--- src/rtl/core/g2e_pkg.sv ---
// ----------------------------------------------------------------------------
// g2e_pkg - shared types and constants for the geodetic to ECEF converter
// Cell payload structs, WGS84 constants in fixed point, CORDIC angle table.
// ----------------------------------------------------------------------------
`timescale 1ns / 1ps

package g2e_pkg;

  localparam int CordicSteps = 30;
  localparam int SqrtSteps   = 32;
  localparam int DivSteps    = 34;

  // Q30 unity, CORDIC start gain, e^2 in Q40, semi-major axis in mm
  localparam logic signed [32:0] Q30One     = 33'sd1073741824;
  localparam logic signed [32:0] CordicGain = 33'sd652032874;
  localparam logic [32:0]        E2Q40      = 33'd7360548640;
  localparam logic [32:0]        SemiMajor  = 33'd6378137000;

  // one CORDIC rotator stage
  typedef struct packed {
    logic signed [32:0] x;
    logic signed [32:0] y;
    logic signed [32:0] z;
  } cordic_t;

  // one square root digit stage
  typedef struct packed {
    logic [33:0] rem;
    logic [31:0] root;
    logic [63:0] v;
  } sqrt_t;

  // one restoring divider stage
  typedef struct packed {
    logic [31:0] rem;
    logic [33:0] num;
    logic [33:0] quo;
    logic [31:0] dvsr;
  } div_t;

  // side data riding alongside the root and divide chains
  typedef struct packed {
    logic signed [37:0] h;
    logic signed [31:0] cl;
    logic signed [31:0] sl;
    logic signed [31:0] co;
    logic signed [31:0] so;
  } side_t;

  // atan(2^-i) in binary-angle units
  function automatic logic signed [32:0] atan_lut(input logic [4:0] idx);
    logic signed [32:0] a;
    case (idx)
      5'd0:  a = 33'sd536870912;
      5'd1:  a = 33'sd316933406;
      5'd2:  a = 33'sd167458907;
      5'd3:  a = 33'sd85004756;
      5'd4:  a = 33'sd42667331;
      5'd5:  a = 33'sd21354465;
      5'd6:  a = 33'sd10679838;
      5'd7:  a = 33'sd5340245;
      5'd8:  a = 33'sd2670163;
      5'd9:  a = 33'sd1335087;
      5'd10: a = 33'sd667544;
      5'd11: a = 33'sd333772;
      5'd12: a = 33'sd166886;
      5'd13: a = 33'sd83443;
      5'd14: a = 33'sd41722;
      5'd15: a = 33'sd20861;
      5'd16: a = 33'sd10430;
      5'd17: a = 33'sd5215;
      5'd18: a = 33'sd2608;
      5'd19: a = 33'sd1304;
      5'd20: a = 33'sd652;
      5'd21: a = 33'sd326;
      5'd22: a = 33'sd163;
      5'd23: a = 33'sd81;
      5'd24: a = 33'sd41;
      5'd25: a = 33'sd20;
      5'd26: a = 33'sd10;
      5'd27: a = 33'sd5;
      5'd28: a = 33'sd3;
      5'd29: a = 33'sd1;
      default: a = '0;
    endcase
    return a;
  endfunction

endpackage

--- src/rtl/core/g2e_div_cell.sv ---
// ----------------------------------------------------------------------------
// g2e_div_cell - one bit of a restoring divider
// Shifts in one dividend bit, subtracts the divisor when it fits.
// ----------------------------------------------------------------------------
`timescale 1ns / 1ps

module g2e_div_cell (
  input  logic           clk_i,
  input  logic           en_i,
  input  g2e_pkg::div_t  dv_i,
  output g2e_pkg::div_t  dv_o
);
  import g2e_pkg::*;

  div_t        dv_d, dv_q;
  logic [32:0] t;

  always_comb begin
    t         = {dv_i.rem, dv_i.num[33]};
    dv_d.num  = {dv_i.num[32:0], 1'b0};
    dv_d.dvsr = dv_i.dvsr;
    if (t >= {1'b0, dv_i.dvsr}) begin
      dv_d.rem = 32'(t - {1'b0, dv_i.dvsr});
      dv_d.quo = {dv_i.quo[32:0], 1'b1};
    end else begin
      dv_d.rem = t[31:0];
      dv_d.quo = {dv_i.quo[32:0], 1'b0};
    end
  end

  always_ff @(posedge clk_i) begin
    if (en_i) dv_q <= dv_d;
  end

  assign dv_o = dv_q;

endmodule

--- config.mk ---
export PLATFORM = sky130hd
export DESIGN_NAME = g2e_div_cell
export DESIGN_NICKNAME = d
export VERILOG_FILES = /design/src/rtl/core/g2e_pkg.sv /design/src/rtl/core/g2e_div_cell.sv
export SDC_FILE = /design/constraint.sdc
export NUM_CORES = 1
export LEC_CHECK = 0
export BUFFER_PORTS_ARGS = -buffer_cell sky130_fd_sc_hd__buf_4
export CAP_MARGIN = 20
export CORE_MARGIN = 2
export CORE_UTILIZATION = 48
export DETAILED_ROUTE_END_ITERATION = 8
export GPL_TIMING_DRIVEN = 0
export PLACE_DENSITY = 0.8
export SLEW_MARGIN = 25
export SYNTH_ARGS = -nofsm -noshare
export SYNTH_HDL_FRONTEND = slang
export SYNTH_SLANG_ARGS = --single-unit
--- constraint.sdc ---
create_clock -name clk_i -period 2.9 [get_ports clk_i]
set_input_delay 0 -clock clk_i [delete_from_list [all_inputs] [get_ports clk_i]]
set_output_delay 0 -clock clk_i [all_outputs]
set_load 0.02 [all_outputs]
==> results.json <==
{
  "status": "complete, but fails checks",
  "violations": "negative setup slack",
  "ys_seq_area_frac": 0.627,
  "antenna_left": 0,
  "hp-class": "in2reg",
  "yosysWarnings": 0,
  "nets": 1073,
  "grt_pass1_vias": 5823,
  "drt_pass1_iterations": 5,
  "start_kind": "primary input",
  "drive_gt1_frac": 0.370,
  "port_buffers": 263,
  "ys_ff_latch": 131,
  "area_growth_pct": 68.3,
  "rows": 41,
  "cts_buffers": 17,
  "synth_edf_count": 131,
  "clk_pin_slew_ns": 0.06,
  "grt_remaining_overflow": 0,
  "ys_types": 50,
  "synth_top_area_cell": "edfxtp_1",
  "yosysMostFrequentCell": "edfxtp_1",
  "synth_area_leaders": "edfxtp_1 (63%), ha_1 (6.4%), a21oi_1 (4.3%)",
  "p_leak_nw": 4.62,
  "post-place-ws_ns": 0.155,
  "largest_reg_flops": 131,
  "routed_via_density": 5.31,
  "routedWlPerCell_um": 21.2,
  "drv_slew": 0,
  "place_congestion": 0.858,
  "synth_flop_cell": "edfxtp_1",
  "setup_violations": 2,
  "cts_tree": "yes",
  "worst_setup_path_end_kind": "register",
  "cp_max_fo": 4,
  "place_inst": 928,
  "power.density_nw_per_um2": 603,
  "syn_inst": 492,
  "antenna_found_initial": 1,
  "async_flop_share": 0,
  "ioPinCount": 266,
  "root_buffer": "clkbuf_16",
  "die_width_um": 118,
  "yosys-top-cells-count": "edfxtp_1 (131), a21oi_1 (54), inv_1 (46)",
  "irDropWorstVdd_v": 0.000366,
  "dp_hpwl_um": 14100,
  "tightestPinTransition_ns": 0.500,
  "h-tree-depth": 4,
  "layout_setup_ws_ns": -0.0132,
  "fin_crit_ns": 2.91,
  "slew_headroom": 0.667,
  "grt_max_degree": 95,
  "post-route-period-util": 1.00,
  "fp.dieH_um": 118,
  "routed_wirelength_um": 23100,
  "clock-sinks": 131,
  "start_util": 0.495,
  "syn_nets": 659,
  "rsz0062_at_grt": "yes",
  "fin_cells": 1091,
  "critPathKind": "in2reg",
  "dr_total_vias": 5794,
  "maxCapViolCount": 0,
  "cp.required_ns": 3.06,
  "grt_pass1_wl_um": 34600,
  "drc_errors": 0,
  "synth_top_area_frac": 0.627,
  "drt_iter0_drc": 581,
  "cts_buffer_depth": 2,
  "coreArea_sq_um": 12700,
  "worst_ep_arrival_time_ns": 3.07,
  "grt_use_total": 0.328,
  "dieArea_sq_um": 14000,
  "finish.utilization": 0.833,
  "fmax_ghz": 0.343,
  "finalHoldViolations": 0,
  "syn-cell-area_sq_um": 6270,
  "syn_avg_cell_area_sq_um": 12.7
}
## final timing paths
check	endpoint	start	slack, ns	depth (start not counted)
worst min-delay path	dv_o[98]	dv_i[97]	0.29	2
worst max-delay path	dv_o[126]	dv_i[99]	-0.01	14
## what timing repair did
action	CTS	global route
gates resized for setup	0	24
hold buffers	131	0
setup endpoints to repair	0	33
hold endpoints to repair	167	0
buffers inserted	0	4
## cells by family (layout without fill, tap and decap cells)
family | Yosys count | count (layout) | share of synthesized area
buffers and inverters | 64 | 490 | 0.0465
flip-flops | 131 | 131 | 0.627
other | 1 | 2 | 0.000598
AO/OA/AOI/OAI | 120 | 120 | 0.117
multiplexers | 10 | 10 | 0.0223
adder cells (fa/ha/maj) | 33 | 33 | 0.0670
XOR/XNOR | 26 | 26 | 0.0363
AND/OR/NAND/NOR | 107 | 107 | 0.0834
## area by class of cell
cell class,count,area [sq um]
well taps,172,215
repair buffers,399,3350
diodes,1,2.50
plain buffers,14,110
clock inverters,13,208
flip-flops and latches,131,3930
inverters,46,173
clock buffers,18,429
fillers,624,2110
multi-input cells,297,2140
## worst max-delay path, cell delays in order
cell,delay [ns]
dlygate4sd3_1,0.59
buf_4,0.16
inv_1,0.06
ha_1,0.18
fa_1,0.21
nor2b_1,0.07
o2111ai_1,0.31
a21oi_2,0.13
o31ai_2,0.36
a21oi_2,0.14
buf_4,0.17
and4b_1,0.19
o31ai_1,0.37
o21ai_1,0.11
## placed cells by master, fill, tap and decap left out, types with 4 or more instances in the layout
cell type	Yosys	final
ha_1	32	31
buf_6	5	4
nand4_1	8	8
a21oi_1	54	49
xor2_1	10	10
buf_4	2	268
mux2_4	8	8
xnor2_1	16	16
a21oi_2	1	5
edfxtp_1	131	131
nor2_1	37	35
nand2b_1	7	7
a21o_1	8	8
o31ai_1	7	6
nand3_1	8	8
bufinv_16	0	5
o21bai_1	5	5
nand2_1	24	23
buf_2	5	4
dlygate4sd3_1	0	131
o21a_1	6	6
o21ai_0	17	17
inv_1	46	46
clkbuf_16	0	17
## per-layer routing
layer	track usage	wire length [um]	vias to the layer above
met5	0	0	-
met4	0.119	725	0
met3	0.0840	1610	59
met2	0.566	11800	317
met1	0.397	9000	2780
li1	-	-	2638
## per-stage QoR
step           setup TNS [ns]  area (sq um)  hold WS (ns)  power, mW
2_1_floorplan               0          6270        0.0989       3.14
3_3_place_gp                0          8460         0.178       3.72
3_5_place_dp                0          8500         0.179       3.75
4_1_cts                     0         10400         0.287       6.24
5_1_grt                -0.431         10600         0.291       6.55
6_report              -0.0161         10600         0.295       6.36
## power breakdown
| part | switching [mW] | internal, mW | leakage, nW |
|---|---|---|---|
| registers | 0.0678 | 2.32 | 1.28 |
| logic | 0.850 | 0.737 | 3.03 |
| clock network | 0.864 | 1.52 | 0.306 |
| total | 1.78 | 4.58 | 4.62 |
Note: power is estimated with default switching activity, not from simulation.
