[src/rtl/core/g2e_pkg.sv]
// ----------------------------------------------------------------------------
// g2e_pkg - shared types and constants for the geodetic to ECEF converter
// Cell payload structs, WGS84 constants in fixed point, CORDIC angle table.
// ----------------------------------------------------------------------------
`timescale 1ns / 1ps

package g2e_pkg;

  localparam int CordicSteps = 30;
  localparam int SqrtSteps   = 32;
  localparam int DivSteps    = 34;

  // Q30 unity, CORDIC start gain, e^2 in Q40, semi-major axis in mm
  localparam logic signed [32:0] Q30One     = 33'sd1073741824;
  localparam logic signed [32:0] CordicGain = 33'sd652032874;
  localparam logic [32:0]        E2Q40      = 33'd7360548640;
  localparam logic [32:0]        SemiMajor  = 33'd6378137000;

  // one CORDIC rotator stage
  typedef struct packed {
    logic signed [32:0] x;
    logic signed [32:0] y;
    logic signed [32:0] z;
  } cordic_t;

  // one square root digit stage
  typedef struct packed {
    logic [33:0] rem;
    logic [31:0] root;
    logic [63:0] v;
  } sqrt_t;

  // one restoring divider stage
  typedef struct packed {
    logic [31:0] rem;
    logic [33:0] num;
    logic [33:0] quo;
    logic [31:0] dvsr;
  } div_t;

  // side data riding alongside the root and divide chains
  typedef struct packed {
    logic signed [37:0] h;
    logic signed [31:0] cl;
    logic signed [31:0] sl;
    logic signed [31:0] co;
    logic signed [31:0] so;
  } side_t;

  // atan(2^-i) in binary-angle units
  function automatic logic signed [32:0] atan_lut(input logic [4:0] idx);
    logic signed [32:0] a;
    case (idx)
      5'd0:  a = 33'sd536870912;
      5'd1:  a = 33'sd316933406;
      5'd2:  a = 33'sd167458907;
      5'd3:  a = 33'sd85004756;
      5'd4:  a = 33'sd42667331;
      5'd5:  a = 33'sd21354465;
      5'd6:  a = 33'sd10679838;
      5'd7:  a = 33'sd5340245;
      5'd8:  a = 33'sd2670163;
      5'd9:  a = 33'sd1335087;
      5'd10: a = 33'sd667544;
      5'd11: a = 33'sd333772;
      5'd12: a = 33'sd166886;
      5'd13: a = 33'sd83443;
      5'd14: a = 33'sd41722;
      5'd15: a = 33'sd20861;
      5'd16: a = 33'sd10430;
      5'd17: a = 33'sd5215;
      5'd18: a = 33'sd2608;
      5'd19: a = 33'sd1304;
      5'd20: a = 33'sd652;
      5'd21: a = 33'sd326;
      5'd22: a = 33'sd163;
      5'd23: a = 33'sd81;
      5'd24: a = 33'sd41;
      5'd25: a = 33'sd20;
      5'd26: a = 33'sd10;
      5'd27: a = 33'sd5;
      5'd28: a = 33'sd3;
      5'd29: a = 33'sd1;
      default: a = '0;
    endcase
    return a;
  endfunction

endpackage

[src/rtl/core/g2e_sqrt_cell.sv]
// ----------------------------------------------------------------------------
// g2e_sqrt_cell - one digit of a restoring integer square root
// Brings down two radicand bits and settles one root bit.
// ----------------------------------------------------------------------------
`timescale 1ns / 1ps

module g2e_sqrt_cell (
  input  logic            clk_i,
  input  logic            en_i,
  input  g2e_pkg::sqrt_t  sq_i,
  output g2e_pkg::sqrt_t  sq_o
);
  import g2e_pkg::*;

  sqrt_t       sq_d, sq_q;
  logic [35:0] rem_t, test;

  always_comb begin
    rem_t = {sq_i.rem, sq_i.v[63:62]};
    test  = {2'b00, sq_i.root, 2'b01};
    sq_d.v = {sq_i.v[61:0], 2'b00};
    if (rem_t >= test) begin
      sq_d.rem  = 34'(rem_t - test);
      sq_d.root = {sq_i.root[30:0], 1'b1};
    end else begin
      sq_d.rem  = rem_t[33:0];
      sq_d.root = {sq_i.root[30:0], 1'b0};
    end
  end

  always_ff @(posedge clk_i) begin
    if (en_i) sq_q <= sq_d;
  end

  assign sq_o = sq_q;

endmodule

[config.mk]
export PLATFORM = sky130hd
export DESIGN_NAME = g2e_sqrt_cell
export DESIGN_NICKNAME = d
export VERILOG_FILES = /design/src/rtl/core/g2e_pkg.sv /design/src/rtl/core/g2e_sqrt_cell.sv
export SDC_FILE = /design/constraint.sdc
export NUM_CORES = 1
export LEC_CHECK = 0
export ABC_AREA = 1
export BUFFER_PORTS_ARGS = -buffer_cell sky130_fd_sc_hd__buf_4
export CAP_MARGIN = 40
export CORE_MARGIN = 4
export CORE_UTILIZATION = 50
export DETAILED_ROUTE_END_ITERATION = 12
export GPL_ROUTABILITY_DRIVEN = 1
export GPL_TIMING_DRIVEN = 0
export PLACE_DENSITY = 0.81
export SLEW_MARGIN = 10
export SYNTH_ARGS = -nofsm -noshare
export SYNTH_HDL_FRONTEND = slang
export SYNTH_SLANG_ARGS = --single-unit
export TNS_END_PERCENT = 30
[constraint.sdc]
create_clock -name clk_i -period 5.78 [get_ports clk_i]
set_clock_uncertainty 0.15 [all_clocks]
set_input_delay 1.156 -clock clk_i [delete_from_list [all_inputs] [get_ports clk_i]]
set_output_delay 1.156 -clock clk_i [all_outputs]
set_load 0.01 [all_outputs]
==> impl_results.md, run 1 <==
- CTS-repair resized insts: 0
- Mean area per synthesized cell: 8.900 sq um
- Critical Setup Path Class: input pin to flip-flop
- DIE AREA: 15740 sq um
- Starting Density: 51.48%
- Count of unique library cells instantiated by Yosys: 25
- Y dimension of the die: 125.5 um
- Mapped Cells: 775
- Critical Path RT: 5820 ps
- Cell Area, Synth: 6898 sq um
- Wire length of the first global-routing pass: 32140 um
- Commonest cells after routing, fill and taps aside: 288 x nand2_1, 263 x buf_4, 139 x inv_1
- Most frequent CP cell: nand2_1
- Synth Area in Adders: 6.167%
- Clock tree root buffer cell: clkbuf_16
- Crit end category: flip-flop
- X dimension of the die: 125.5 um
- Leakage component of the power: 4.917 nW
- Highest clock rate: 321.7 MHz
- Detail Route Antenna Nets: 0
- Fill cell instance count of the final layout: 1032
- CP Cell Sequence: buf_4, inv_1, ha_1, nand2_1, nor2_1, nand2_1, o21ai_0, nand2_1, nand2_1, nand2_1, nand3_1, nand2_1
- Cts hold-fix bufs: 0
- Combinational family with the most area after synthesis: simple AND/OR/NAND/NOR gates
- Worst max-slew margin expressed relative to the limit: 52.48%
- Number of CTS-inserted buffers: 17
- Final min period: 3109 ps
- Flops & latches, synth: 128
- Total global routing overflow: 0
- Clock slew at reported path FFs: 70 ps
- Input/output buffers: 259
- Slowest stage cell on the critical path: o21ai_0
- Signed area change from the synthesized netlist to the final layout: 41.41%
- First-pass DRT Iterations: 5
- Outcome: finished clean
- Peak supply drop: 0.0001670 V
- Final Max Slew Viols: 0
- Maximum number of pins on one net before global-route repair: 82
- Hold Worst Slack: 756.9 ps
- Proportion of layout cells with a drive suffix above 1: 29.49%
- Unrepaired setup endpoints after global routing: no
- Synth Area in Simple Gates: 23.87%
- Maximum fanout along the worst path: 4
- Starting DRT DRC Count: 332
- Placed wire-length estimate after detailed placement: 16560 um
- TritonCTS clock tree: yes
- Clock tree sinks: 128
- Detail-routed via count per cell: 4.897
- Global placement routability congestion: 0.9577
- Seq/Total Area, Yosys: 55.72%
- Total GRT Usage: 26.59%
- Min-Delay Path Class: input pin to flip-flop
- Max-capacitance violation count: 0
- Kind of start point of the critical path: input pin
- Number of design rule violations left after detail routing: 0
- Transition time at the pin with the least slew margin: 705.4 ps
- Number of antenna diodes: 0
- Routed Wire Length: 21190 um
- DR vias: 6092
- Total number of nets in the final design: 1221
- Most common cell after layout, fill and taps aside: nand2_1
- Aggregate negative setup slack: 0 ps
- Cell row count: 42
- Area fraction in compound gates after synthesis: 3.211%
- Number of flip-flops under the largest register name: 128
- Worst path arrival time: 3140 ps
- Count of final hold-check violations: 0
- CORE AREA: 13400 sq um
- Worst setup path startpoint: sq_i[68]
- Max Buffers Root-to-Sink: 2
- Portion of the clock cycle consumed by the worst path in the final layout: 53.78%
- Multiplexer area fraction after synthesis: 0%
- Setup-failing EPs final: 0
- Hold_sp: sq_i[57]
- Number of antenna violations at the first check in global routing: 0
- Worst stage delay on the critical path: 580 ps
- Setup bufs post-CTS: 0
- Xor-xnor portion of the synthesized cell area: 2.286%
- Synth warn: 0
- P per Cell Area: 304.2 nW/um^2
- Routed WL per cell: 17.03 um
- Vias in the first global route: 5827
- CTS H-tree depth: 4
- I/O pin count: 262
==> power breakdown <==
part	leakage (nW)	switching, W	internal (W)
logic	3.36	0.000338	0.000272
clock network	0.308	0.000426	0.000771
registers	1.25	0.0000272	0.00113
total	4.92	0.000791	0.00218
==> cells by family (layout without fill, tap and decap cells) <==
logic type | Yosys count | count (layout)
AND/OR/NAND/NOR | 404 | 404
buffers and inverters | 148 | 440
flip-flops | 128 | 128
AO/OA/AOI/OAI | 42 | 42
adder cells (fa/ha/maj) | 34 | 34
XOR/XNOR | 18 | 18
other | 1 | 2
==> metrics by stage <==
step,power [W],util (%),setup WS (ps),cells,area [sq um]
after floorplan,0.001473,-,2822,776,6902
after global placement,0.001769,67.66,2300,1211,9066
after detailed placement,0.001785,67.89,2287,1212,9097
after CTS,0.002984,72.79,2735,1244,9754
after global routing,0.003097,72.79,2500,1244,9754
final,0.002968,72.79,2671,1244,9754
==> final cells by class <==
class                           count  area, sq um  share of cell area [%]
Inverter                          140        528.0                   5.413
Sequential cell                   128         3844                   39.40
Buffer                              8        71.32                  0.7311
Timing Repair Buffer              260         1976                   20.25
Clock buffer                       17        425.4                   4.361
Tap cell                          176        220.2                   2.258
Clock inverter                     15        231.5                   2.373
Multi-Input combinational cell    500         2459                   25.21
==> Yosys cell counts <==
cell	count	area share [%]
o21bai_1	3	0.33
nor3_1	3	0.22
nand3_1	38	2.8
inv_1	139	7.6
inv_4	1	0.091
a21oi_1	25	1.8
buf_6	3	0.49
nand2_2	2	0.18
xor2_1	15	1.9
nand2_1	288	16
or2_2	1	0.091
nand3_2	1	0.15
nor2_1	49	2.7
ha_1	34	6.2
nand4_1	6	0.54
nor2_2	8	0.73
o21ai_0	13	0.94
nand3b_1	4	0.44
nand2_4	1	0.16
xnor2_1	3	0.38
and2_1	3	0.27
conb_1	1	0.054
a21oi_2	1	0.13
buf_4	5	0.54
edfxtp_1	128	56
==> critical path, delay by kind of cell <==
family | cells | cell delay, ps
compound gates | 1 | 580
fa+ha+maj | 1 | 350
buf+inv | 2 | 110
simple gates | 8 | 940
==> routing by layer <==
metal  part of all wire [%]  vias up  GRT usage, %
li1                       -     3035             -
met1                     41     2789         32.22
met2                     49      236         45.44
met3                    7.4       32         8.358
met4                    2.5        0         8.227
met5                      0        -             0
==> path summary, 6_finish.rpt <==
kind                    end  slack [ps]  depth (start not counted)
setup / recovery  sq_o[117]        2670                         12
hold / removal     sq_o[59]         760                          1
No activity file was read; power rests on OpenSTA's default activity.
==> run 2: changes to the inputs <==
--- a/config.mk
+++ b/config.mk
@@ -5,11 +5,11 @@
 export SDC_FILE = /design/constraint.sdc
 export NUM_CORES = 1
 export LEC_CHECK = 0
-export ABC_AREA = 1
+export ABC_AREA = 0
 export BUFFER_PORTS_ARGS = -buffer_cell sky130_fd_sc_hd__buf_4
 export CAP_MARGIN = 40
 export CORE_MARGIN = 4
-export CORE_UTILIZATION = 50
+export CORE_UTILIZATION = 49
 export DETAILED_ROUTE_END_ITERATION = 12
 export GPL_ROUTABILITY_DRIVEN = 1
 export GPL_TIMING_DRIVEN = 0
==> constraint.sdc (replaced) <==
create_clock -name clk_i -period 3.25 [get_ports clk_i]
set_clock_uncertainty 0.15 [all_clocks]
set_input_delay 0.65 -clock clk_i [delete_from_list [all_inputs] [get_ports clk_i]]
set_output_delay 0.65 -clock clk_i [all_outputs]
set_load 0.01 [all_outputs]
==> run 2 against run 1 <==
Final area fell by 6.4%. Sequential cell count did not move. Critical path depth fell by 1. Utilization fell by 0.47 points. Worst hold slack got worse by 500 ps. Clock power rose by 68%. Synthesized cell count fell by 35%. Via count fell by 13%. Sequential share of layout area rose by 2.7 points. Area after synthesis fell by 8.5%. Die area fell by 6.2%. Routed wire length fell by 2.8%.
==> impl_results.md, run 2 <==
- Max-capacitance violation count: 0
- X dimension of the die: 121.5 um
- Ys flop type: edfxtp_1
- Max Buffers Root-to-Sink: 2
- Post-synth EDFFs: 128
- Critical Setup Path Class: input pin to flip-flop
- Count of final hold-check violations: 0
- Cell Area, Synth: 6315 sq um
- Final WS setup: 158.8 ps
- Proportion of register bits with asynchronous set or reset after synthesis: 0%
- Synth top cells by count: 128 x edfxtp_1, 58 x nand2_1, 42 x inv_1
- Highest clock rate: 323.5 MHz
- Global placement routability congestion: 0.8490
- Leakage component of the power: 4.043 nW
- DIE AREA: 14770 sq um
- Crit end category: flip-flop
- Clock tree root buffer cell: clkbuf_16
- Starting DRT DRC Count: 410
- Number of antenna violations at the first check in global routing: 0
- Kind of start point of the critical path: input pin
- Worst max-slew margin expressed relative to the limit: 62.22%
- Proportion of layout cells with a drive suffix above 1: 40.55%
- Routed WL per cell: 21.20 um
- Setup-failing EPs final: 0
- Critical Path RT: 3270 ps
- First-pass DRT Iterations: 5
- Number of design rule violations left after detail routing: 0
- Maximum number of pins on one net before global-route repair: 82
- CORE AREA: 12620 sq um
- Signed area change from the synthesized netlist to the final layout: 44.52%
- Clock slew at reported path FFs: 60 ps
- Detail-routed via count per cell: 5.457
- Most common cell after layout, fill and taps aside: buf_4
- I/O pin count: 262
- Input/output buffers: 259
- Hold Worst Slack: 253.0 ps
- Min-Delay Path Class: input pin to flip-flop
- Starting Density: 50.04%
- Placed standard-cell area: 8509 sq um
- Wire length of the first global-routing pass: 30590 um
- Seq/Total Area, Yosys: 60.87%
- Post-Place Worst Slack: -238.7 ps
- Met2 layer usage reported by global route: 47.81%
- Largest area contributor in the netlist: edfxtp_1
- Met3 capacity usage during global routing: 11.42%
- Clock tree sinks: 128
- GR Layer Usage met1: 28.81%
- Final Max Slew Viols: 0
- Detail Route Antenna Nets: 0
- Post-Layout Inst Area: 9126 sq um
- Y dimension of the die: 121.5 um
- Mapped Cells: 507
- Most common cell in the synthesized netlist: edfxtp_1
- P per Cell Area: 565.6 nW/um^2
- Cell row count: 41
- Number of CTS-inserted buffers: 17
- Mean area per synthesized cell: 12.46 sq um
- Portion of the clock cycle consumed by the worst path in the final layout: 95.12%
- Transition time at the pin with the least slew margin: 564.2 ps
- Placed wire-length estimate after detailed placement: 14650 um
- Total number of nets in the final design: 953
- DR vias: 5299
- Peak supply drop: 0.0003270 V
- Dominant cells by area after synthesis: edfxtp_1 61%, ha_1 6.7%, nand2_1 3.4%, o21ai_0 3.2%, inv_1 2.5%
- Count of unique library cells instantiated by Yosys: 62
- Worst path arrival time: 3110 ps
- Number of flip-flops under the largest register name: 128
- Total GRT Usage: 27.45%
- Setup bufs post-CTS: 0
- CTS H-tree depth: 4
- Total global routing overflow: 0
- Maximum fanout along the worst path: 7
- Flops & latches, synth: 128
- Unrepaired setup endpoints after global routing: no
- Synth top area share: 60.87%
- CTS-repair resized insts: 0
- TritonCTS clock tree: yes
- Final min period: 3091 ps
- Commonest cells after routing, fill and taps aside: 260 x buf_4, 128 x edfxtp_1, 58 x nand2_1
- Outcome: finished clean
- Vias in the first global route: 5362
- Fill cell instance count of the final layout: 834
- Layer carrying the most global-route usage: met2
- Number of antenna diodes: 0
- Synth warn: 0
- Routed Wire Length: 20590 um
- Cts hold-fix bufs: 0
run 2: cell types whose count changed after synthesis, sizes merged, moves of 7 or more:
cell,change
nand3,-33
inv,-98
nor3,+7
nor2,-39
xnor2,+11
nand2,-233
a21o,+20
o21ai,+33
clkbuf,+7
run 2: power by group:
part	internal, W	switching [W]
combinational	0.000501	0.000555
sequential	0.00202	0.0000573
clock	0.00128	0.000747
run 2: cell families after synthesis:
kind of cell | Yosys count | share of synthesized area, %
compound gates | 133 | 14.76
xor+xnor | 27 | 3.745
fa+ha+maj | 34 | 6.737
buf+inv | 59 | 4.081
flops | 128 | 60.87
mux | 5 | 0.8718
other cells | 1 | 0.05938
simple gates | 120 | 8.877
run 2: cell type report:
class / instances / area [sq um] / share of cell area [%]
Sequential cell: 128 / 3844 / 42.12
Clock inverter: 14 / 191.4 / 2.098
Timing Repair Buffer: 260 / 1976 / 21.65
Buffer: 16 / 95.09 / 1.042
Tap cell: 172 / 215.2 / 2.358
Inverter: 43 / 162.7 / 1.782
Clock buffer: 17 / 425.4 / 4.661
Multi-Input combinational cell: 321 / 2217 / 24.29
run 2: path summary, 6_finish.rpt:
| path | start | endpoint | slack [ps] | depth (start not counted) |
|---|---|---|---|---|
| hold / removal | sq_i[39] | sq_o[41] | 250 | 1 |
| setup / recovery | sq_i[73] | sq_o[123] | 160 | 11 |
run 2: critical path: stages:
cell and delay [ps]:
buf_4 90, inv_1 40, ha_1 390, a21o_1 230, a31o_1 220, a211oi_4 350, o211ai_2 200, a21bo_2 290
mux2i_1 220, o221ai_1 160, mux2_4 280
run 2: metrics by stage:
stage / instances / utilization [%] / TNS, ps / total power, W
2_1_floorplan: 508 / - / 0 / 0.002597
3_3_place_gp: 939 / 67.18 / -6713 / 0.003096
3_5_place_dp: 940 / 67.43 / -6973 / 0.003138
4_1_cts: 971 / 72.32 / 0 / 0.005176
5_1_grt: 971 / 72.32 / 0 / 0.005340
6_report: 971 / 72.32 / 0 / 0.005161
run 2: metal layers:
metal / wire length [um] / vias to the layer above
li1: - / 2432
met5: 0 / -
met3: 2208 / 52
met2: 10390 / 292
met4: 812 / 0
met1: 7169 / 2523
