$ cat config.mk
export PLATFORM = sky130hd
export DESIGN_NAME = g2e_cordic_cell
export DESIGN_NICKNAME = d
export VERILOG_FILES = /design/src/rtl/core/g2e_pkg.sv /design/src/rtl/core/g2e_cordic_cell.sv
export SDC_FILE = /design/constraint.sdc
export NUM_CORES = 1
export LEC_CHECK = 0
export ABC_AREA = 1
export BUFFER_PORTS_ARGS = -buffer_cell sky130_fd_sc_hd__buf_2
export CAP_MARGIN = 20
export CELL_PAD_IN_SITES_DETAIL_PLACEMENT = 2
export CELL_PAD_IN_SITES_GLOBAL_PLACEMENT = 2
export CORE_ASPECT_RATIO = 1.1
export CORE_MARGIN = 5
export CORE_UTILIZATION = 32
export CTS_BUF_LIST = sky130_fd_sc_hd__clkbuf_8 sky130_fd_sc_hd__clkbuf_16
export CTS_CLUSTER_SIZE = 24
export DETAILED_ROUTE_END_ITERATION = 6
export PLACE_DENSITY = 0.84
export SETUP_SLACK_MARGIN = 0.4
export SLEW_MARGIN = 20
export SYNTH_ARGS = -nofsm -noshare
export SYNTH_HDL_FRONTEND = slang
export SYNTH_SLANG_ARGS = --single-unit
export TNS_END_PERCENT = 30
$ cat constraint.sdc
create_clock -name clk_i -period 4.8 [get_ports clk_i]
set_input_delay 0.48 -clock clk_i [delete_from_list [all_inputs] [get_ports clk_i]]
set_output_delay 0.48 -clock clk_i [all_outputs]
set_load 0.05 [all_outputs]
$ cat src/rtl/core/g2e_pkg.sv
// ----------------------------------------------------------------------------
// g2e_pkg - shared types and constants for the geodetic to ECEF converter
// Cell payload structs, WGS84 constants in fixed point, CORDIC angle table.
// ----------------------------------------------------------------------------
`timescale 1ns / 1ps

package g2e_pkg;

  localparam int CordicSteps = 30;
  localparam int SqrtSteps   = 32;
  localparam int DivSteps    = 34;

  // Q30 unity, CORDIC start gain, e^2 in Q40, semi-major axis in mm
  localparam logic signed [32:0] Q30One     = 33'sd1073741824;
  localparam logic signed [32:0] CordicGain = 33'sd652032874;
  localparam logic [32:0]        E2Q40      = 33'd7360548640;
  localparam logic [32:0]        SemiMajor  = 33'd6378137000;

  // one CORDIC rotator stage
  typedef struct packed {
    logic signed [32:0] x;
    logic signed [32:0] y;
    logic signed [32:0] z;
  } cordic_t;

  // one square root digit stage
  typedef struct packed {
    logic [33:0] rem;
    logic [31:0] root;
    logic [63:0] v;
  } sqrt_t;

  // one restoring divider stage
  typedef struct packed {
    logic [31:0] rem;
    logic [33:0] num;
    logic [33:0] quo;
    logic [31:0] dvsr;
  } div_t;

  // side data riding alongside the root and divide chains
  typedef struct packed {
    logic signed [37:0] h;
    logic signed [31:0] cl;
    logic signed [31:0] sl;
    logic signed [31:0] co;
    logic signed [31:0] so;
  } side_t;

  // atan(2^-i) in binary-angle units
  function automatic logic signed [32:0] atan_lut(input logic [4:0] idx);
    logic signed [32:0] a;
    case (idx)
      5'd0:  a = 33'sd536870912;
      5'd1:  a = 33'sd316933406;
      5'd2:  a = 33'sd167458907;
      5'd3:  a = 33'sd85004756;
      5'd4:  a = 33'sd42667331;
      5'd5:  a = 33'sd21354465;
      5'd6:  a = 33'sd10679838;
      5'd7:  a = 33'sd5340245;
      5'd8:  a = 33'sd2670163;
      5'd9:  a = 33'sd1335087;
      5'd10: a = 33'sd667544;
      5'd11: a = 33'sd333772;
      5'd12: a = 33'sd166886;
      5'd13: a = 33'sd83443;
      5'd14: a = 33'sd41722;
      5'd15: a = 33'sd20861;
      5'd16: a = 33'sd10430;
      5'd17: a = 33'sd5215;
      5'd18: a = 33'sd2608;
      5'd19: a = 33'sd1304;
      5'd20: a = 33'sd652;
      5'd21: a = 33'sd326;
      5'd22: a = 33'sd163;
      5'd23: a = 33'sd81;
      5'd24: a = 33'sd41;
      5'd25: a = 33'sd20;
      5'd26: a = 33'sd10;
      5'd27: a = 33'sd5;
      5'd28: a = 33'sd3;
      5'd29: a = 33'sd1;
      default: a = '0;
    endcase
    return a;
  endfunction

endpackage

$ cat src/rtl/core/g2e_cordic_cell.sv
// ----------------------------------------------------------------------------
// g2e_cordic_cell - one rotation-mode CORDIC micro-rotation
// Rotates by +-atan(2^-step) and registers the result.
// ----------------------------------------------------------------------------
`timescale 1ns / 1ps

module g2e_cordic_cell (
  input  logic               clk_i,
  input  logic               en_i,
  input  logic [4:0]         step_i,
  input  g2e_pkg::cordic_t   rot_i,
  output g2e_pkg::cordic_t   rot_o
);
  import g2e_pkg::*;

  cordic_t            rot_d, rot_q;
  logic signed [32:0] dx, dy, da;

  always_comb begin
    dx = $signed(rot_i.y) >>> step_i;
    dy = $signed(rot_i.x) >>> step_i;
    da = atan_lut(step_i);
    if (!rot_i.z[32]) begin
      rot_d.x = rot_i.x - dx;
      rot_d.y = rot_i.y + dy;
      rot_d.z = rot_i.z - da;
    end else begin
      rot_d.x = rot_i.x + dx;
      rot_d.y = rot_i.y - dy;
      rot_d.z = rot_i.z + da;
    end
  end

  always_ff @(posedge clk_i) begin
    if (en_i) rot_q <= rot_d;
  end

  assign rot_o = rot_q;

endmodule

==> impl_metrics.py, run 1 <==
metrics = {
    "critical_path": {
        "cp-end-kind": "register",
        "worstSetupPathType": "in -> reg",
        "worst-endpoint-required_ns": 4.98,
        "start_kind": "input port",
        "crit_start": "step_i[2]",
        "arrival_ns": 5.03,
        "cp_max_fo": 14,
    },
    "logic_synthesis": {
        "synth_simple_gate_area_share": 0.410,
        "synth_compound_area_frac": 0.118,
        "yosysTopAreaCell": "nand2_1",
        "yosysMostFrequentCell": "nand2_1",
        "synth_top_area_share": 0.208,
        "syn_nets": 2646,
        "ys_top_cells_by_count": "nand2_1, nand3_1, nor2_1",
        "async_flop_share": 0,
        "ys_types": 44,
        "synth_mux_area_frac": 0,
        "synth_xor_area_frac": 0.0961,
        "synth_cells": 2431,
        "netlist_area_um2": 14800,
        "synth_adder_area_share": 0.0934,
        "ys_ff_latch": 99,
        "synth_top_family_by_area": "simple AND/OR/NAND/NOR gates",
        "synth_edf_count": 99,
        "ys_seq_area_frac": 0.200,
        "synthTopCellsByArea": "nand2_1, edfxtp_1, nand3_1",
        "synthFlopType": "edfxtp_1",
        "syn_avg_cell_area_um2": 6.11,
        "yosysWarnings": 0,
    },
    "place": {
        "port_buffers": 204,
        "place_congestion": 0.986,
        "dp.cells": 3290,
        "dp_hpwl_um": 62300,
        "placed_area_um2": 17400,
    },
    "layout": {
        "nets": 2981,
        "fin_area_um2": 20000,
        "final.fill_count": 5507,
        "syn_to_final_growth_pct": 34.8,
        "instances_no_fill": 3361,
        "largest_register_ffs": 99,
        "drive_above_1_share": 0.280,
    },
    "timing": {
        "fin_crit_sh": 1.01,
        "worst_pin_slew_ns": 0.850,
        "hold_viol": 0,
        "slew_headroom": 0.433,
        "fin_crit_ns": 4.85,
        "setup_viol": 2,
        "tns_ns": -0.0867,
        "rsz0062_at_grt": "yes",
        "setup_ws_ns": -0.0490,
        "max_freq_mhz": 206,
        "drv_slew": 0,
    },
    "flow_run": {
        "maxCapViolCount": 0,
    },
    "detailed_routing": {
        "ant_nets": 0,
        "drcViolationCount": 0,
        "num_vias": 20500,
        "wire_per_inst_um": 29.3,
        "routed_wl_um": 98400,
        "drt_first_pass_iters": 5,
        "via_per_inst": 6.10,
        "drt_iter0_drc": 1836,
    },
    "power_and_ir_drop": {
        "ir_worst_vdd_mv": 0.237,
        "leakage_nw": 9.72,
        "pwr_density_cell_nw_per_um2": 352,
    },
    "grt": {
        "grt_pass1_wl_um": 120000,
        "grt_max_degree": 56,
        "antenna_found_initial": 2,
        "track_usage": 0.294,
        "grt_pass1_vias": 20800,
        "gr-total-overflow": 0,
    },
    "clocking": {
        "hold_buffers": 0,
        "cts.clk_slew.worst_paths_ns": 0.10,
        "clockBufferDepth": 2,
        "cts_htree_levels": 3,
        "cts_root_buf": "clkbuf_16",
        "clock_sinks": 99,
        "cts_tree": "built",
        "numCtsBuffers": 9,
    },
    "worst_hold_path": {
        "worstHoldPathCells": 2,
        "hp-start": "rot_i[1]",
        "worstHoldEndpoint": "rot_o[1]",
        "min_path_type": "in -> reg",
    },
    "outcome": {
        "status": "complete, but fails checks",
        "violations": "setup timing",
    },
    "floorplan": {
        "start_util": 0.324,
        "core_area_um2": 45800,
        "std_cell_rows": 82,
        "die_w_um": 215,
        "die_area_um2": 50800,
        "ioPinCount": 205,
        "die_h_um": 236,
    },
}
routing by layer:
metal  vias to the layer above  track usage  share of wire
li1                       8739            -              -
met1                     10300        0.341           0.38
met2                      1040        0.544           0.49
met3                       463       0.0339          0.054
met4                         0        0.126          0.076
met5                         -            0              0
worst max-delay path by stage:
| stage | slack, ns | depth (start not counted) | to |
|---|---|---|---|
| 6_report | -0.05 | 26 | rot_o[31] |
| 5_1_grt | -0.16 | 27 | rot_o[31] |
| 4_1_cts | 0.35 | 30 | rot_o[98] |
| 3_5_place_dp | -0.40 | 29 | rot_o[63] |
| 3_3_place_gp | -0.25 | 29 | rot_o[63] |
| 2_1_floorplan | 0.54 | 26 | rot_o[30] |
cell type report:
type                            instances  area, um^2  area share
Multi-Input combinational cell       2035       12200       0.611
Sequential cell                        99        2970       0.149
Timing Repair Buffer                  406        2950       0.147
Inverter                              215         832      0.0416
Tap cell                              588         736      0.0368
Clock buffer                            9         225      0.0113
Clock inverter                          7        71.3     0.00356
Antenna cell                            2        5.00    0.000250
power breakdown:
| part | internal (mW) | switching, mW | total, mW |
|---|---|---|---|
| Combinational | 1.45 | 3.36 | 4.81 |
| Clock | 0.404 | 0.429 | 0.834 |
| Sequential | 1.31 | 0.0907 | 1.40 |
through the flow:
step | total power [mW] | worst slack, ns | hold slack, ns | utilization
after global placement | 5.15 | -0.252 | 0.828 | 0.381
after global routing | 7.28 | -0.160 | 0.477 | 0.437
after detailed placement | 5.38 | -0.402 | 0.849 | 0.381
after floorplan | 3.99 | 0.544 | 0.592 | -
final | 7.04 | -0.0490 | 0.468 | 0.437
after CTS | 6.34 | 0.351 | 0.429 | 0.397
logic make-up (layout without fill, tap and decap cells):
group           Yosys count  in the layout
xor+xnor                163            163
compound gates          308            308
buf+inv                 297            637
other cells               0              2
fa+ha+maj               109            109
simple gates           1455           1455
flops                    99             99
cells in the final DEF, fill, tap and decap left out, types with 74 or more instances in the layout:
cell,count
a21oi_1,105
nand3_2,81
buf_2,200
xor2_1,97
ha_1,74
nand3_1,287
buf_4,173
edfxtp_1,99
inv_1,182
nor2_1,146
nand2_1,749
repair_timing:
action / 4_1_cts / 5_1_grt
gates cloned: 2 / 9
setup buffers: 10 / 32
pin swaps: 14 / 69
gates resized for setup: 71 / 353
endpoints found under the setup margin: 38 / 55
worst max-delay path, stage by stage:
cell and delay (ns):
clkbuf_4 0.21, inv_4 0.16, buf_4 0.26, nand2_1 0.19, nand3_1 0.11, o21ai_1 0.09, nand2_1 0.14, nand2_2 0.15
nor2_2 0.18, nand2_1 0.13, nor2_2 0.20, nand3_2 0.16, o21ai_4 0.22, buf_4 0.15, xor2_1 0.22, ha_1 0.30
buf_4 0.17, nand2_1 0.10, inv_1 0.07, a21oi_1 0.23, o21ai_0 0.19, a21oi_1 0.25, nand2_1 0.20, nand2_1 0.15
nand2_1 0.10, xor2_1 0.19
(Power assumes the default switching activity.)
==> inputs of run 2 (changes only) <==
Settings changed: CORE_ASPECT_RATIO 1.1 to 0.75.
==> run 2 against run 1 <==
  * The run now fails in global routing (5_1_grt)
  * Synthesized area did not move
  * Synthesized cell count did not move
==> impl_metrics.py, run 2 <==
metrics = {
    "outcome": {
        "status": "did not finish",
        "failed_stage": "global routing (5_1_grt)",
        "flow.first_error": "[ERROR DPL-0033] detailed placement checks failed during check placement.",
    },
    "clocking": {
        "numCtsBuffers": 9,
        "cts_htree_levels": 3,
        "clockBufferDepth": 2,
        "clock_sinks": 99,
        "cts_root_buf": "clkbuf_16",
    },
    "logic_synthesis": {
        "synthTopCellsByArea": "nand2_1, edfxtp_1, nand3_1",
        "ys_top_cells_by_count": "nand2_1, nand3_1, nor2_1",
        "synth_cells": 2431,
        "netlist_area_um2": 14800,
        "yosysMostFrequentCell": "nand2_1",
        "ys_seq_area_frac": 0.200,
        "async_flop_share": 0,
        "syn_avg_cell_area_um2": 6.11,
        "synth_edf_count": 99,
        "synth_top_area_share": 0.208,
        "yosysWarnings": 0,
        "yosysTopAreaCell": "nand2_1",
        "ys_types": 44,
        "syn_nets": 2646,
        "synthFlopType": "edfxtp_1",
        "ys_ff_latch": 99,
    },
    "timing": {
        "worst-ep-kind": "register data pin",
        "grt-worst-endpoint": "rot_o[31]$_DFFE_PP_/D",
    },
    "grt": {
        "antenna_found_initial": 20,
        "grt_max_degree": 51,
    },
    "place": {
        "dpl_worst_slack_ns": -0.801,
        "dp_hpwl_um": 73600,
        "dp.cells": 3539,
        "place_congestion": 0.939,
        "port_buffers": 204,
    },
    "floorplan": {
        "ioPinCount": 205,
        "std_cell_rows": 68,
        "die_h_um": 197,
        "die_w_um": 259,
        "start_util": 0.323,
    },
}
-- run 2: what timing repair did --
action	4_1_cts
gates cloned	4
pin swaps	48
resized for setup	225
hold buffers	0
setup buffers	24
setup endpoints to repair	52
-- run 2: metrics by stage --
stage               setup TNS [ns]  hold WS (ns)  instance area [um^2]
global placement             -2.16         0.810                 19300
detailed placement          -16.83         0.810                 19300
CTS                              0         0.391                 20800
floorplan                        0         0.592                 14800
-- run 2: kinds of logic after synthesis --
family | synth area share
compound gates | 0.118
xor+xnor | 0.0961
fa+ha+maj | 0.0934
buf+inv | 0.0825
flops | 0.200
simple gates | 0.410
==> inputs of run 3 (changes only) <==
Settings changed: CELL_PAD_IN_SITES_DETAIL_PLACEMENT 2 to default, CELL_PAD_IN_SITES_GLOBAL_PLACEMENT 2 to default, CORE_ASPECT_RATIO 0.75 to default, CORE_UTILIZATION 32 to 40, CTS_BUF_LIST sky130_fd_sc_hd__clkbuf_8 sky130_fd_sc_hd__clkbuf_16 to default, CTS_CLUSTER_SIZE 24 to default, PLACE_DENSITY 0.84 to default, PLACE_DENSITY_LB_ADDON from default to 0.15, SETUP_SLACK_MARGIN 0.4 to default.
==> run 3 against run 2 <==
  * The run now ends clean
==> impl_metrics.py, run 3 (synthesized netlist as in run 1, its figures left out) <==
metrics = {
    "outcome": {
        "status": "finished, final reports clean",
    },
    "timing": {
        "tns_ns": 0,
        "hold_viol": 0,
        "slew_headroom": 0.387,
        "fin_crit_sh": 0.939,
        "setup_viol": 0,
        "drv_slew": 0,
        "hold_ws_ns": 0.441,
        "worst_pin_slew_ns": 0.920,
        "rsz0062_at_grt": "yes",
        "max_freq_mhz": 222,
        "fin_crit_ns": 4.51,
    },
    "power_and_ir_drop": {
        "pwr-share-seq": 0.217,
        "ir_worst_vdd_mv": 0.366,
        "p_clk_frac": 0.126,
        "p_sw_mw": 3.13,
        "power_mw": 6.27,
        "leakage_nw": 9.71,
        "p_comb_frac": 0.657,
        "pwr_density_cell_nw_per_um2": 335,
        "swShare": 0.500,
        "intPower_mw": 3.14,
    },
    "clocking": {
        "numCtsBuffers": 9,
        "cts_tree": "built",
        "cts_root_buf": "clkbuf_16",
        "cts_htree_levels": 3,
        "clockBufferDepth": 2,
        "cts.clk_slew.worst_paths_ns": 0.08,
        "clock_sinks": 99,
    },
    "critical_path": {
        "cp_slowest_stage_delay_ns": 0.34,
        "path_common_cell": "nand2_1",
        "cp_max_fo": 16,
        "worstSetupPathType": "in -> reg",
        "arrival_ns": 4.66,
        "start_kind": "input port",
        "cp-end-kind": "register",
        "critPathSlowestCell": "ha_1",
        "worst-endpoint-required_ns": 4.96,
    },
    "worst_hold_path": {
        "min_path_type": "in -> reg",
        "hp-start": "rot_i[66]",
        "worstHoldPathCells": 2,
        "worstHoldEndpoint": "rot_o[66]",
    },
    "grt": {
        "antenna_found_initial": 1,
        "grt_max_degree": 65,
        "gr-total-overflow": 0,
        "grt_pass1_vias": 16900,
        "grt_pass1_wl_um": 91900,
        "track_usage": 0.277,
    },
    "layout": {
        "nets": 3063,
        "drive_above_1_share": 0.197,
        "syn_to_final_growth_pct": 26.2,
        "layout_commonest_cell": "nand2_1",
        "final_cell_mix": "nand2_1, nand3_1, buf_4",
        "instances_no_fill": 3321,
        "final_util": 0.512,
        "final.fill_count": 3927,
        "diodes": 0,
        "largest_register_ffs": 99,
    },
    "detailed_routing": {
        "drt_iter0_drc": 1452,
        "routed_wl_um": 58700,
        "drt_first_pass_iters": 6,
        "wire_per_inst_um": 17.7,
        "via_per_inst": 5.34,
        "ant_nets": 0,
        "drcViolationCount": 0,
        "num_vias": 17700,
    },
    "floorplan": {
        "start_util": 0.406,
        "ioPinCount": 205,
        "die_h_um": 203,
        "die_area_um2": 41100,
        "std_cell_rows": 70,
        "die_w_um": 203,
        "core_area_um2": 36600,
    },
    "place": {
        "place_congestion": 0.995,
        "port_buffers": 204,
        "dp.cells": 3304,
        "dp_hpwl_um": 49100,
    },
    "flow_run": {
        "maxCapViolCount": 0,
    },
}
[run 3: final cells by class]
type	count	area, um^2	area share
clock inverter	5	61.3	0.00327
timing repair buffer	488	3320	0.177
tap	468	586	0.0313
multi-input combinational	2035	10800	0.574
sequential	99	2970	0.159
inverter	215	807	0.0431
clock buffer	11	233	0.0124
[run 3: metal layers]
| metal | GRT usage | part of all wire |
|---|---|---|
| met5 | 0 | 0 |
| met4 | 0.0764 | 0.024 |
| met3 | 0.0430 | 0.062 |
| met2 | 0.457 | 0.46 |
| met1 | 0.379 | 0.45 |
[run 3: stage by stage]
step | instance area (um^2) | setup slack, ns
floorplan | 14800 | 0.544
global placement | 18300 | -0.186
detailed placement | 18300 | -0.195
CTS | 18600 | 0.202
global route | 18700 | -0.0406
finish | 18700 | 0.295
[run 3: worst max path at each step]
stage,from,to,depth (start not counted)
6_report,step_i[2],rot_o[98],28
5_1_grt,step_i[2],rot_o[98],26
3_3_place_gp,step_i[0],rot_o[65],31
3_5_place_dp,step_i[1],rot_o[98],29
2_1_floorplan,step_i[0],rot_o[30],26
4_1_cts,step_i[1],rot_o[98],29
[run 3: critical path: cells and delay by family]
| family | cells | cell delay, ns |
|---|---|---|
| adder cells (fa/ha/maj) | 1 | 0.34 |
| AO/OA/AOI/OAI | 5 | 0.96 |
| buffers and inverters | 6 | 0.91 |
| AND/OR/NAND/NOR | 15 | 1.70 |
| XOR/XNOR | 1 | 0.26 |
[run 3: power groups by stage]
stage          clock, mW  combinational, mW  sequential [mW]
6_report           0.791               4.12             1.36
4_1_cts            0.815               4.07             1.37
3_3_place_gp           0               4.05             1.38
5_1_grt            0.859               4.46             1.38
3_5_place_dp           0               4.06             1.38
2_1_floorplan          0               1.76             2.23
[run 3: what timing repair did]
action	in CTS	in global routing
hold buffers	0	0
setup endpoints to repair	0	21
gates resized for setup	0	25
buffers inserted	0	1
